==> config.mk <==
export PLATFORM = sky130hd
export DESIGN_NAME = psm_front
export DESIGN_NICKNAME = d
export VERILOG_FILES = /design/src/hw/rtl/psm_pkg.sv /design/src/hw/rtl/psm_front.sv
export SDC_FILE = /design/constraint.sdc
export NUM_CORES = 1
export LEC_CHECK = 0
export BUFFER_PORTS_ARGS = -buffer_cell sky130_fd_sc_hd__buf_2
export CORE_MARGIN = 2
export CORE_UTILIZATION = 46
export CTS_CLUSTER_SIZE = 30
export DETAILED_ROUTE_END_ITERATION = 8
export PLACE_DENSITY = 0.75
export SKIP_LAST_GASP = 1
export SLEW_MARGIN = 20
export SYNTH_ARGS = -nofsm -noshare
export SYNTH_HDL_FRONTEND = slang
export SYNTH_SLANG_ARGS = --single-unit
==> constraint.sdc <==
create_clock -name clk -period 2.6 [get_ports clk]
set_clock_uncertainty 0.2 [all_clocks]
set_input_delay 0.13 -clock clk [delete_from_list [all_inputs] [get_ports clk]]
set_output_delay 0.13 -clock clk [all_outputs]
set_load 0.01 [all_outputs]
==> src/hw/rtl/psm_pkg.sv <==
// Package for the prefix schema loader and matcher.
// Holds sizes, header codes, state and queue types; no dependencies.
`default_nettype none

package psm_pkg;

  // Prefix table geometry
  localparam int TABLE_DEPTH = 256;
  localparam int TBL_ADDR_W  = (TABLE_DEPTH > 1) ? $clog2(TABLE_DEPTH) : 1;
  localparam int ROW_W       = 40;
  localparam int ROW_BYTES   = 5;
  localparam int ROW_BYTE_W  = 3;
  localparam int ROW_IDX_W   = 9;   // row counter runs past the table when blob is long
  localparam int SCAN_W      = 9;   // holds a count of up to 256

  // Blob framing
  localparam int HDR_LEN = 13;
  localparam int POS_W   = 11;
  localparam logic [POS_W-1:0] POS_MAX = '1;

  // Header byte positions
  localparam logic [3:0] HP_MAGIC0  = 4'd0;
  localparam logic [3:0] HP_MAGIC1  = 4'd1;
  localparam logic [3:0] HP_MAGIC2  = 4'd2;
  localparam logic [3:0] HP_MAGIC3  = 4'd3;
  localparam logic [3:0] HP_VER_LO  = 4'd4;
  localparam logic [3:0] HP_VER_HI  = 4'd5;
  localparam logic [3:0] HP_ROW0    = 4'd6;
  localparam logic [3:0] HP_ROW1    = 4'd7;
  localparam logic [3:0] HP_CLASS   = 4'd8;
  localparam logic [3:0] HP_REALM   = 4'd9;
  localparam logic [3:0] HP_EPOCH_L = 4'd10;
  localparam logic [3:0] HP_EPOCH_H = 4'd11;
  localparam logic [3:0] HP_COUNT   = 4'd12;

  // Expected header byte values
  localparam logic [7:0] MAGIC0     = 8'h54;  // 'T'
  localparam logic [7:0] MAGIC1     = 8'h41;  // 'A'
  localparam logic [7:0] MAGIC2     = 8'h44;  // 'D'
  localparam logic [7:0] MAGIC3     = 8'h52;  // 'R'
  localparam logic [7:0] VERSION_LO = 8'd2;
  localparam logic [7:0] VERSION_HI = 8'd0;
  localparam logic [7:0] ROW_HDR0   = 8'd8;
  localparam logic [7:0] ROW_HDR1   = 8'd5;

  // Front-to-back queue
  localparam int QUEUE_DEPTH = 2;
  localparam int Q_PTR_W     = (QUEUE_DEPTH > 1) ? $clog2(QUEUE_DEPTH) : 1;
  localparam int Q_FILL_W    = $clog2(QUEUE_DEPTH + 1);

  typedef enum logic {
    FUNC_BLOB  = 1'b0,
    FUNC_QUERY = 1'b1
  } func_t;

  typedef enum logic {
    KIND_LOAD  = 1'b0,
    KIND_QUERY = 1'b1
  } kind_t;

  typedef enum logic {
    ST_IDLE = 1'b0,
    ST_SCAN = 1'b1
  } back_state_t;

  typedef struct packed {
    func_t            func;
    logic [7:0]       blob_byte;
    logic             blob_last;
    logic [ROW_W-1:0] addr_prefix;
  } item_t;

  // Queue head as seen by the back end
  typedef struct packed {
    logic  avail;
    item_t item;
  } q_head_t;

  typedef struct packed {
    logic        done;
    kind_t       kind;
    logic        load_ok;
    logic        match;
    logic [7:0]  class_byte;
    logic [7:0]  realm;
    logic [15:0] epoch;
  } result_t;

endpackage

`default_nettype wire

==> src/hw/rtl/psm_front.sv <==
// Front end: accepts command transactions, tags them and queues them.
// Depends on psm_pkg.
`default_nettype none

module psm_front (
  input  wire logic                          clk,
  input  wire logic                          rst,
  input  wire logic                          start,
  output      logic                          busy,
  input  wire logic                          func,
  input  wire logic [7:0]                    blob_byte,
  input  wire logic                          blob_last,
  input  wire logic [psm_pkg::ROW_W-1:0]     addr_prefix,
  output      psm_pkg::q_head_t              head,
  input  wire logic                          pop
);
  import psm_pkg::*;

  item_t               slots [QUEUE_DEPTH];
  logic [Q_PTR_W-1:0]  wr_ptr;
  logic [Q_PTR_W-1:0]  rd_ptr;
  logic [Q_FILL_W-1:0] fill;
  logic                push;
  logic                take;
  item_t               incoming;

  assign busy = (fill == Q_FILL_W'(QUEUE_DEPTH));
  assign push = start && !busy;
  assign take = pop && (fill != '0);

  // Classify the command into a queue item
  always_comb begin
    incoming.func        = func ? FUNC_QUERY : FUNC_BLOB;
    incoming.blob_byte   = blob_byte;
    incoming.blob_last   = blob_last;
    incoming.addr_prefix = addr_prefix;
  end

  assign head.avail = (fill != '0);
  assign head.item  = slots[rd_ptr];

  always_ff @(posedge clk) begin
    if (push) begin
      slots[wr_ptr] <= incoming;
    end
  end

  always_ff @(posedge clk) begin
    if (rst) begin
      wr_ptr <= '0;
      rd_ptr <= '0;
      fill   <= '0;
    end else begin
      if (push) begin
        wr_ptr <= (wr_ptr == Q_PTR_W'(QUEUE_DEPTH - 1)) ? '0 : wr_ptr + 1'b1;
      end
      if (take) begin
        rd_ptr <= (rd_ptr == Q_PTR_W'(QUEUE_DEPTH - 1)) ? '0 : rd_ptr + 1'b1;
      end
      case ({push, take})
        2'b10:   fill <= fill + 1'b1;
        2'b01:   fill <= fill - 1'b1;
        default: fill <= fill;
      endcase
    end
  end

endmodule

`default_nettype wire

# After elaboration in Yosys (flattened, before gate mapping)
# Memory sizes are Yosys's and may differ from the RTL's. A register that Yosys moved wholly into a read port is not among the register bits.
# Cells that the tools add are included.
# totals
register_bits,4
output_inout_bits,52
ram_bits,100
mem_count,1
word_cells,24
in_bits,54
# op_classes
n_eq_ne,3
add_sub_neg,4
n_reduce_logical,5
muxes,8
# mem_list
memory,words,width,read_ports,rd_clocked_by_memory_dff,wr,line_no,text
slots,2,50,1,1,1,psm_front.sv:19,item_t slots [QUEUE_DEPTH];
# op_table
cell,count
2-to-1 mux 1 bit,7
== test 2 bit (second input constant),2
one-hot mux 2 bit (2 select lines),1
nonzero test 2 bit,2
adder 1 bit (second input constant),2
adder 2 x 1 -> 2 bit (second input constant),1
== test 2 x 1 -> 1 bit (second input constant),1
logical AND 1 bit,2
subtractor 2 x 1 -> 2 bit (second input constant),1
zero test 1 bit,1

# Depth between registers and ports, before layout
# Gate-level depths: netlist of the first run.
# depth
ltp_word,5
ltp_mapped,6
mapped_depth_nobuf,6

# Least setup slack after synthesis of the first run
# Ideal clock, no wire load.
# synth_path
path_type,reg-to-reg
start,reg fill[0]
end,"mem slots[0][0] (netlist name), enable pin"
slack_ns,0.099
t_required_ns,1.996
synth_period_minus_slack_ns,2.501
n_path_buf,0
setup_ns,0.404
arrival_ns,1.896
stages_incl_launch_ff,5
cell_sequence,dfxtp_1 > nand2b_2 > inv_2 > or3_1 > inv_1
# synth_between
elab_chain_cells,5
# synth_rtl
element,line_no,text
"start, declared",psm_front.sv:22,logic [Q_FILL_W-1:0] fill;
"start signal, assigned",psm_front.sv:61,2'b10: fill <= fill + 1'b1;
"start signal, assigned",psm_front.sv:62,2'b01: fill <= fill - 1'b1;
"start signal, assigned",psm_front.sv:63,default: fill <= fill;
== test 2 bit,psm_front.sv:27,assign busy = (fill == Q_FILL_W'(QUEUE_DEPTH));
net busy,psm_front.sv:9,"output logic busy,"
zero test 1 bit,psm_front.sv:28,assign push = start && !busy;
logical AND 1 bit,psm_front.sv:28,
2-to-1 mux 1 bit,psm_front.sv:43,if (push) begin
2-to-1 mux 1 bit (implied by the code),psm_front.sv:44,slots[wr_ptr] <= incoming;
"end, declared",psm_front.sv:19,
# The timed path passes the listed nets, and every way through them passes these cells.

# Worst setup path after layout of the first run
# layout_path
start,reg fill[0]
end,"mem slots[0][6] (netlist name), enable pin"
# layout_between
elab_chain_cells,5
# layout_rtl
element,line_no
== test 2 bit,psm_front.sv:27
zero test 1 bit,psm_front.sv:28
logical AND 1 bit,psm_front.sv:28
2-to-1 mux 1 bit,psm_front.sv:43
2-to-1 mux 1 bit (implied by the code),psm_front.sv:44
# Every way passes these cells.

==> impl_results.md, run 1 <==
* DRT Wirelength at 6.53 mm
* Antenna violations before repair at 0
* Slew Viols, Final at 0
* Crit Path Class: flip-flop to flip-flop
* Yosys warns at 0
* CP delay by family, top: buffers and inverters
* Unrepaired setup endpoints after global routing: no
* Pleak at 2.00 nW
* Post-synthesis compound-gate area fraction at 0.720%
* P per Cell Area at 867 nW/um^2
* HPWL after DPL at 4.07 mm
* Worst r2r src: fill[0]
* Inserted Clock Buffers at 9
* Hold Violations, Final at 0
* Routed Antenna Nets at 0
* Seq/Total Area, Yosys at 81.2%
* DRT iter0 DRCs at 74
* Hold Crit Endpoint: rd_ptr
* Clock-pin slew on the worst setup and hold paths at 0.09 ns
* FF/Latch Area at 3100 sq um
* Final setup fails at 0
* Worst hold path cell count at 4
* Worst path slowest cell: dfxtp_1
* Post-Syn Instances at 182
* Clk root buf: clkbuf_8
* Worst skew pair latency at 0.35 ns
* Status: finished, final reports clean
* Remaining DRCs at 0
* Clk sinks at 105
* Pwr Total at 0.00456 W
* Max-slew headroom at 71.8%
* Hold path start: pop
* Post-CTS Setup Inserts at 0
* Die width at 95.1 microns
* Period utilization at 78.2%
* # fillers at 584
* Mux cell area share after synthesis at 14.7%
* Cells on worst reg2reg path at 5
* Synthesized net count at 237
* Crit path cell chain: nand2b_2 -> inv_2 -> or3_1 -> inv_2 -> buf_12
* Vias in the first global route at 2085
* Arr. time, crit path at 1.90 ns
* Post-DR wirelength/cell at 14.2 microns
* Final min period at 2.03 ns
* CP peak stage delay at 0.41 ns
* Req. time, crit path at 2.46 ns
* Synthesized area at 3820 sq um
* Pin count of the biggest net entering global routing at 32
* Max-Cap Viols at 0
* Total grt overflow at 0
* Post-synthesis xor/xnor area fraction at 0.688%
* Ports at 106
* Crit end category: flip-flop
* Antenna cells at 0
* Row cnt at 33
* Bufs and invs on worst path at 3
* Clock tree buffer depth at 2
* # port buffers at 105
* Die Span Y at 95.1 microns
* Via Count at 2158
* GRT Overall Usage at 15.0%
* Cell Area, Placed at 4520 sq um
* Area of the multi-input gates at 679 sq um
* Initial DRT Pass Iterations at 4
* Slew at the pin closest to its max-slew limit at 0.424 ns
* Core box area at 8130 sq um
* Simple-Gate Fraction of Synth Area at 1.28%
* CTS tree: done
* Fin nets at 405
* Post-CTS sizing at 0
* Synth unique cells at 19
* Reg2Reg Capture Point: slots[0][6]
* Area growth from synthesis to layout at 37.6%
* Hold buffers post-CTS at 52
* CP max FO at 19
* Initial Util at 47.0%
* Startpoint type of the worst setup path: flip-flop
* Maximum vdd drop at 0.468 mV
* Synth Area in Adders at 0.327%
* Fraction of layout cells with a size suffix above 1 at 51.0%
* Routed vias/inst at 4.69
* # H-tree levels at 3
* #FFs+latches synth at 105
* CP most frequent cell: inv_2
* Final instance area at 5260 sq um
* Global-route wire length before repair at 9.81 mm
* Full die area at 9050 sq um
* Fmax at 0.492 GHz
* Avg Inst Size Synth at 21.0 sq um
* Largest family of logic cells by synthesized area: multiplexers
* GPL Wtd Cong at 0.704
* R2r setup slk at 0.57 ns
* Setup TNS at 0 ns
* Hold WC Path Type: input pin to flip-flop
-- metal layers --
metal / wire [microns] / part of all wire, % / track usage (%)
met5: 0 / 0 / 0
met4: 103 / 1.6 / 8.33
met2: 3360 / 51 / 25.0
met3: 430 / 6.6 / 3.95
met1: 2630 / 40 / 17.8
-- report_power, final --
part | total [W] | internal, W | leakage [nW] | switching [W]
logic | 0.00131 | 0.000657 | 0.919 | 0.000651
registers | 0.00220 | 0.00213 | 0.977 | 0.0000653
clock network | 0.00105 | 0.000546 | 0.105 | 0.000507
total | 0.00456 | 0.00334 | 2.00 | 0.00122
-- state kept, by name (all words and copies together) (netlist names), named ones only --
name	cells
fill	2
rd_ptr	1
wr_ptr	1
slots	100
-- stage by stage --
stage	hold slack, ns	setup WS (ns)	std cells	util [%]
3_3_place_gp	0.117	0.613	392	55.6
6_report	0.0164	0.567	460	64.7
5_1_grt	0.00920	0.458	460	64.7
2_1_floorplan	-0.000934	0.0994	182	-
4_1_cts	0.00249	0.542	460	64.7
3_5_place_dp	0.121	0.558	392	55.6
-- layout make-up --
cell class,instances,area share (%)
clock buffer,10,2.43
clock inverter,6,1.69
inverter,3,0.214
multi-input combinational,68,12.9
sequential,105,59.0
tap,105,2.50
timing repair buffer,163,21.2
-- worst max-delay path by stage --
stage                    to  depth (start not counted)     from
2_1_floorplan   slots[0][0]                          4  fill[0]
3_3_place_gp   slots[0][13]                          5  fill[0]
3_5_place_dp   slots[0][48]                          5  fill[0]
4_1_cts        slots[0][11]                          5  fill[0]
5_1_grt        slots[0][11]                          5  fill[0]
6_report        slots[0][6]                          5  fill[0]
-- cells in the final DEF, fill, tap and decap left out --
| cell type | Yosys | routed |
|---|---|---|
| clkbuf_1 | 1 | 1 |
| dfxtp_1 | 5 | 4 |
| buf_12 | 0 | 2 |
| xor2_1 | 1 | 1 |
| ha_1 | 1 | 1 |
| inv_2 | 1 | 2 |
| and3_2 | 0 | 1 |
| dfxtp_2 | 0 | 1 |
| clkinv_1 | 0 | 1 |
| bufinv_16 | 0 | 2 |
| buf_4 | 0 | 4 |
| clkbuf_8 | 0 | 9 |
| nor2_1 | 3 | 3 |
| or3_1 | 2 | 2 |
| o21a_1 | 1 | 1 |
| inv_1 | 2 | 1 |
| dlygate4sd3_1 | 0 | 52 |
| a21oi_1 | 2 | 2 |
| or2_2 | 1 | 1 |
| nand2_1 | 1 | 1 |
| o21ai_0 | 2 | 2 |
| nand2b_2 | 1 | 1 |
| inv_6 | 0 | 2 |
| edfxtp_1 | 100 | 100 |
| xnor2_1 | 2 | 2 |
| mux2_2 | 50 | 50 |
| clkinvlp_4 | 0 | 1 |
| buf_2 | 5 | 105 |
-- synthesized netlist by cell type --
| cell type | number | area [sq um] |
|---|---|---|
| or2_2 | 1 | 6.26 |
| mux2_2 | 50 | 563 |
| o21a_1 | 1 | 7.51 |
| edfxtp_1 | 100 | 3000 |
| or3_1 | 2 | 12.5 |
| xnor2_1 | 2 | 17.5 |
| inv_1 | 2 | 7.51 |
| nor2_1 | 3 | 11.3 |
| xor2_1 | 1 | 8.76 |
| ha_1 | 1 | 12.5 |
| nand2b_2 | 1 | 8.76 |
| dfxtp_1 | 5 | 100 |
| inv_2 | 1 | 3.75 |
| a21oi_1 | 2 | 10.0 |
| clkbuf_1 | 1 | 3.75 |
| o21ai_0 | 2 | 10.0 |
| buf_2 | 5 | 25.0 |
| nand2_1 | 1 | 3.75 |
| and3_1 | 1 | 6.26 |
-- worst reg2reg max path, delay by kind of cell (launching register included) --
kind,cells,cell delay [ns]
flip-flops,1,0.41
AND/OR/NAND/NOR,2,0.53
buffers and inverters,3,0.60
-- kinds of logic after synthesis --
family	count (synthesis)
multiplexers	50
buffers and inverters	9
AND/OR/NAND/NOR	9
XOR/XNOR	3
flip-flops	105
AO/OA/AOI/OAI	5
adder cells (fa/ha/maj)	1
Power figures use the tool's default switching activity.
==> inputs of run 2 (changes only) <==
--- a/config.mk
+++ b/config.mk
@@ -5,12 +5,13 @@
 export SDC_FILE = /design/constraint.sdc
 export NUM_CORES = 1
 export LEC_CHECK = 0
+export ABC_AREA = 1
 export BUFFER_PORTS_ARGS = -buffer_cell sky130_fd_sc_hd__buf_2
 export CORE_MARGIN = 2
-export CORE_UTILIZATION = 46
+export CORE_UTILIZATION = 47
 export CTS_CLUSTER_SIZE = 30
 export DETAILED_ROUTE_END_ITERATION = 8
-export PLACE_DENSITY = 0.75
+export PLACE_DENSITY = 0.76
 export SKIP_LAST_GASP = 1
 export SLEW_MARGIN = 20
 export SYNTH_ARGS = -nofsm -noshare
==> constraint.sdc (replaced) <==
create_clock -name clk -period 1.71 [get_ports clk]
set_clock_uncertainty 0.2 [all_clocks]
set_input_delay 0.0855 -clock clk [delete_from_list [all_inputs] [get_ports clk]]
set_output_delay 0.0855 -clock clk [all_outputs]
set_load 0.01 [all_outputs]
==> impl_results.md, run 2 <==
* Cells on worst reg2reg path at 7 (+2)
* # port buffers at 105 (unchanged)
* Mux cell area share after synthesis at 18.3% (+3.5 points)
* Ports at 106 (unchanged)
* Post-synth ARST share at 0% (unchanged)
* Largest family of logic cells by synthesized area: multiplexers
* Pin count of the biggest net entering global routing at 31 (-3.1%)
* Post-Syn Instances at 196 (+7.7%)
* Area growth from synthesis to layout at 36.2%
* Clock tree buffer depth at 2 (unchanged)
* Main flop type after synthesis: edfxtp_1
* Initial DRT Pass Iterations at 4 (unchanged)
* Setup TNS at -0.00579 ns (-0.00579 ns)
* Final setup fails at 1 (+1)
* Slew Viols, Final at 0 (unchanged)
* Slew at the pin closest to its max-slew limit at 0.209 ns (-0.214 ns)
* Count leader, synth: edfxtp_1
* Req. time, crit path at 1.42 ns (-1.04 ns)
* Simple-Gate Fraction of Synth Area at 1.98% (+0.70 points)
* Period utilization at 100%
* Die Span Y at 97.5 microns (+2.5%)
* Seq/Total Area, Yosys at 75.5% (-5.7 points)
* Clk sinks at 105 (unchanged)
* Commonest non-fill, non-tap cell in the layout: buf_2
* Clk root buf: clkbuf_8
* Routed Antenna Nets at 0 (unchanged)
* DRT Wirelength at 7.05 mm (+8.0%)
* Top Registers: slots x100, fill x2
* R2r setup slk at 0.13 ns (-0.44 ns)
* Top cells by area, synth: edfxtp_1 (73%), mux2_4 (18%), buf_12 (2.4%)
* Post-synthesis compound-gate area fraction at 0.365% (-0.36 points)
* Synth Area in Adders at 0.304% (-0.023 points)
* Worst hold path cell count at 2 (-2)
* Yosys warns at 0 (unchanged)
* Initial Util at 47.8% (+0.87 points)
* Final min period at 1.72 ns
* #FFs+latches synth at 105 (unchanged)
* Die width at 97.5 microns (+2.5%)
* Hold Crit Endpoint: slots[1][0]
* # H-tree levels at 3 (unchanged)
* CTS tree: done
* Yosys top cell by area: edfxtp_1
* Row cnt at 34 (+3.0%)
* P per Cell Area at 1130 nW/um^2 (+31%)
* Vias in the first global route at 2280 (+9.4%)
* Full die area at 9510 sq um (+5.1%)
* Top cells by count, synth: edfxtp_1 (100), mux2_4 (50), nor2_1 (12)
* Fraction of layout cells with a size suffix above 1 at 50.8% (-0.18 points)
* Synthesized area at 4110 sq um (+7.6%)
* Final instance area at 5600 sq um (+6.5%)
* Reg2Reg Capture Point: wr_ptr
* FF/Latch Area at 3110 sq um (+0.16%)
* Core Util, Final at 65.2% (+0.52 points)
* Via Count at 2227 (+3.2%)
* Fin nets at 425 (+4.9%)
* Cell Area, Placed at 4840 sq um (+7.1%)
* DRT iter0 DRCs at 57 (-23%)
* Hold_ws at 0.245 ns (+0.228 ns)
* Startpoint type of the worst setup path: flip-flop
* Unrepaired setup endpoints after global routing: yes
* GPL Wtd Cong at 0.833 (+18%)
* Synthesized net count at 251 (+5.9%)
* Post-DR wirelength/cell at 14.6 microns (+3.1%)
* Worst skew pair latency at 0.34 ns (about the same)
* GRT Overall Usage at 15.0% (-0.059 points)
* Failing checks: setup timing
* Crit Path Class: flip-flop to primary output
* Max-slew headroom at 86.0% (+14 points)
* Hold Violations, Final at 0 (unchanged)
* CP max FO at 15 (-4)
* Core box area at 8590 sq um (+5.6%)
* Final worst-path setup slack at -0.00579 ns (-0.573 ns)
* Synth unique cells at 14 (-5)
* Avg Inst Size Synth at 21.0 sq um (about the same)
* Global-route wire length before repair at 10.8 mm (+10%)
* # fillers at 626 (+7.2%)
* Commonest cells after routing, fill and taps aside: buf_2 (105), edfxtp_1 (100), dlygate4sd3_1 (54)
* Pre-CTS setup slack at 0.125 ns (-0.433 ns)
* Antenna cells at 0 (unchanged)
* Worst r2r src: fill[1]
* Max-Cap Viols at 0 (unchanged)
* Crit end category: primary output
* Hold WC Path Type: input pin to flip-flop
* Antenna violations before repair at 0 (unchanged)
* Total grt overflow at 0 (unchanged)
* Status: finished with violations
* Area of the multi-input gates at 897 sq um (+32%)
* Routed vias/inst at 4.62 (-1.5%)
* Hold path start: addr_prefix[0]
* Arr. time, crit path at 1.43 ns (-0.47 ns)
* Largest register FFs at 100 (unchanged)
* Inserted Clock Buffers at 9 (unchanged)
* Remaining DRCs at 0 (unchanged)
* Maximum vdd drop at 0.568 mV (+21%)
* Fmax at 0.583 GHz
* Clock-pin slew on the worst setup and hold paths at 0.09 ns (about the same)
* Post-synthesis xor/xnor area fraction at 0% (-0.69 points)
* Pleak at 2.24 nW (+12%)
* Post-synth EDFFs at 100 (unchanged)
* Top-area cell type share of the netlist area at 73.0% (-5.5 points)
* Largest Register: slots
* HPWL after DPL at 4.50 mm (+11%)
[run 2: cell types whose count changed in the layout (fill, tap and decap cells not counted), moves of 3 or more]
| cell | change |
|---|---|
| buf_12 | +5 |
| mux2_4 | +50 |
| mux2_2 | -50 |
| inv_1 | +5 |
| nor2_1 | +6 |
| nor2_4 | +3 |
| nand2_1 | +6 |
[run 2: worst max-delay path by stage]
stage | startpoint | end | slack [ns] | cells past startpoint
CTS | flip-flop | head[47] | -0.04 | 3
global placement | fill[1] | slots[0][34] | 0.23 | 6
global route | flip-flop | head[42] | -0.07 | 3
detailed placement | fill[0] | fill[1] | 0.12 | 10
floorplan | fill[1] | slots[0][0] | -0.24 | 5
finish | flip-flop | head[42] | -0.006 | 3
[run 2: repair_timing]
action | 4_1_cts | 5_1_grt
gates resized for setup | 1 | 1
hold buffers | 54 | 0
endpoints found under the setup margin | 45 | 49
buffers inserted | 2 | 0
hold endpoints to repair | 105 | 0
[run 2: per-layer routing]
| metal | GRT usage, % | routed length [microns] | vias to the layer above |
|---|---|---|---|
| met4 | 6.84 | 127 | 0 |
| met5 | 0 | 0 | - |
| met1 | 17.4 | 2800 | 1061 |
| met3 | 3.09 | 338 | 13 |
| met2 | 26.6 | 3780 | 67 |
| li1 | - | - | 1086 |
[run 2: per-stage QoR]
| stage | total power, W | std cells |
|---|---|---|
| after global routing | 0.00665 | 482 |
| after detailed placement | 0.00487 | 411 |
| after CTS | 0.00640 | 482 |
| after floorplan | 0.00437 | 196 |
| final | 0.00634 | 482 |
| after global placement | 0.00481 | 411 |
[run 2: power breakdown]
group | internal (W) | switching (W)
combinational | 0.000919 | 0.000755
clock | 0.000667 | 0.000757
sequential | 0.00314 | 0.000103
total | 0.00473 | 0.00161
[run 2: critical path, cell delays in order, from the launching register on]
cell and delay [ns]:
dfxtp_4 0.43, buf_12 0.19, mux2_4 0.32, buf_2 0.14
[run 2: kinds of logic after synthesis]
kind of cell,Yosys count
and+or+nand+nor,21
AOI/OAI and AO/OA,3
buffers and inverters,16
muxes,50
adders and majority gates,1
DFF,105
[run 2: cell type report]
cell class,count,share of cell area (%)
Sequential cell,105,55.5
Timing Repair Buffer,169,22.0
Multi-Input combinational cell,75,16.0
Tap cell,108,2.41
Clock buffer,10,2.28
Clock inverter,5,1.03
Inverter,10,0.737
==> inputs of run 3 (changes only) <==
--- a/config.mk
+++ b/config.mk
@@ -6,12 +6,13 @@
 export NUM_CORES = 1
 export LEC_CHECK = 0
 export ABC_AREA = 1
-export BUFFER_PORTS_ARGS = -buffer_cell sky130_fd_sc_hd__buf_2
+export BUFFER_PORTS_ARGS = -buffer_cell sky130_fd_sc_hd__buf_4
+export CORE_ASPECT_RATIO = 1.75
 export CORE_MARGIN = 2
-export CORE_UTILIZATION = 47
+export CORE_UTILIZATION = 30
 export CTS_CLUSTER_SIZE = 30
 export DETAILED_ROUTE_END_ITERATION = 8
-export PLACE_DENSITY = 0.76
+export PLACE_DENSITY = 0.53
 export SKIP_LAST_GASP = 1
 export SLEW_MARGIN = 20
 export SYNTH_ARGS = -nofsm -noshare
==> impl_results.md, run 3 (same netlist as run 2, synthesis figures left out) <==
* Via Count at 2292 (+2.9%)
* Slew Viols, Final at 0 (unchanged)
* Pwr Total at 0.00736 W (+16%)
* GRT Overall Usage at 11.2% (-3.8 points)
* Post-DR wirelength/cell at 14.9 microns (+1.6%)
* P per Cell Area at 1170 nW/um^2 (+3.7%)
* CTS tree: done
* Period utilization at 101% (+0.95 points)
* Commonest cells after routing, fill and taps aside: edfxtp_1 (100), buf_4 (73), dlygate4sd3_1 (53)
* # port buffers at 105 (unchanged)
* HPWL after DPL at 5.49 mm (+22%)
* Status: finished with violations
* Slew at the pin closest to its max-slew limit at 0.190 ns (-0.0193 ns)
* Worst skew pair latency at 0.33 ns (about the same)
* Pleak at 2.47 nW (+11%)
* Final worst-path setup slack at -0.0220 ns (-0.0162 ns)
* Fin nets at 431 (+1.4%)
* Startpoint type of the worst setup path: flip-flop
* Inserted Clock Buffers at 9 (unchanged)
* Final instance area at 6270 sq um (+12%)
* Commonest non-fill, non-tap cell in the layout: edfxtp_1
* Global-route wire length before repair at 12.3 mm (+14%)
* Pin count of the biggest net entering global routing at 33 (+6.5%)
* Ports at 106 (unchanged)
* DRT iter0 DRCs at 125 (+120%)
* Full die area at 14700 sq um (+54%)
* Cell Area, Placed at 5180 sq um (+6.9%)
* Max-slew headroom at 87.3% (+1.3 points)
* Crit Path Class: flip-flop to primary output
* # H-tree levels at 3 (unchanged)
* Bufs and invs on worst path at 3 (+1)
* Largest Register: slots
* Post-Layout Cell Count at 555 (+15%)
* Routed Antenna Nets at 0 (unchanged)
* Hold path start: addr_prefix[3]
* Antenna cells at 0 (unchanged)
* Vias in the first global route at 2419 (+6.1%)
* Die width at 92.5 microns (-5.2%)
* Initial DRT Pass Iterations at 6 (+2)
* CP peak stage delay at 0.39 ns (-0.04 ns)
* Crit path cell chain: buf_6 -> buf_12 -> mux2_4 -> buf_6
* CP most frequent cell: buf_6
* Fraction of layout cells with a size suffix above 1 at 51.7% (+0.90 points)
* Clock-pin slew on the worst setup and hold paths at 0.06 ns (-0.03 ns)
* CP delay by family, top: buffers and inverters
* Total grt overflow at 0 (unchanged)
* Final setup fails at 10 (+9)
* Req. time, crit path at 1.42 ns (about the same)
* Clk root buf: clkbuf_16
* Maximum vdd drop at 0.518 mV (-8.7%)
* Fmax at 0.577 GHz (-0.93%)
* Crit end category: primary output
* Arr. time, crit path at 1.45 ns (+0.02 ns)
* Row cnt at 56 (+65%)
* Area growth from synthesis to layout at 52.4%
* Max-Cap Viols at 0 (unchanged)
* Remaining DRCs at 0 (unchanged)
* Placed insts at 477 (+16%)
* Largest register FFs at 100 (unchanged)
* GPL Wtd Cong at 0.750 (-9.9%)
* Routed vias/inst at 4.13 (-11%)
* Unrepaired setup endpoints after global routing: yes
* Worst r2r src: fill[0]
* Clock tree buffer depth at 2 (unchanged)
* Setup TNS at -0.153 ns (-0.147 ns)
* Hold WC Path Type: input pin to flip-flop
* DRT Wirelength at 8.25 mm (+17%)
* Initial Util at 30.7% (-17 points)
* Die Span Y at 159 microns (+63%)
* Antenna violations before repair at 0 (unchanged)
* Clk sinks at 105 (unchanged)
* Core box area at 13400 sq um (+56%)
* Worst path slowest cell: dfxtp_4
* Failing checks: setup timing
* Hold Violations, Final at 0 (unchanged)
* CP max FO at 8 (-7)
* Final min period at 1.73 ns (+0.0162 ns)
* Core Util, Final at 46.8% (-18 points)
* Top Registers: slots x100, fill x2
## run 3: cell types whose count changed in the layout (fill, tap and decap cells not counted)
cell | before | now
buf_4 | 2 | 73
buf_6 | 1 | 40
clkinvlp_4 | 3 | 2
buf_2 | 105 | 0
clkbuf_1 | 1 | 2
ha_1 | 0 | 1
clkbuf_8 | 9 | 0
ha_4 | 1 | 0
clkinv_2 | 0 | 2
dlygate4sd3_1 | 54 | 53
clkbuf_16 | 0 | 12
buf_12 | 7 | 6
clkinv_1 | 1 | 0
## run 3: where the power goes
group          switching [W]  leakage (nW)  total [W]  internal (W)
registers          0.0000924         0.977    0.00324       0.00315
clock network       0.000845         0.139    0.00198       0.00113
logic               0.000862          1.36    0.00215       0.00128
## run 3: timing repair
action	4_1_cts	5_1_grt
hold buffers	53	0
endpoints found under the setup margin	44	35
setup buffers	2	3
cloned	0	4
gates resized for setup	0	40
endpoints found under the hold margin	105	0
## run 3: final cells by class
type / count / area (sq um)
clock buffer: 11 / 233
clock inverter: 5 / 56.3
fill: 1159 / 7120
inverter: 10 / 41.3
multi-input combinational: 75 / 885
sequential: 105 / 3110
tap: 174 / 218
timing repair buffer: 175 / 1720
## run 3: worst paths after layout
check	slack, ns	end	cells after the start
min	0.27	slots[0][3]	2
max reg2reg	0.13	fill[1]	10
min reg2reg	0.30	rd_ptr	2
max	-0.02	head[2]	4
## run 3: stage by stage
| stage | hold slack, ns | setup WS [ns] |
|---|---|---|
| after global routing | 0.273 | -0.0690 |
| final | 0.275 | -0.0220 |
| after detailed placement | 0.0734 | 0.149 |
| after floorplan | -0.0156 | -0.241 |
| after global placement | 0.0701 | 0.200 |
| after CTS | 0.262 | -0.0491 |
## run 3: per-layer routing
layer | track usage (%) | vias to the layer above | wire length, microns
met2 | 20.9 | 56 | 4790
met5 | 0 | - | 0
met3 | 2.66 | 10 | 341
met4 | 6.11 | 0 | 223
met1 | 10.9 | 1126 | 2900
li1 | - | 1100 | -
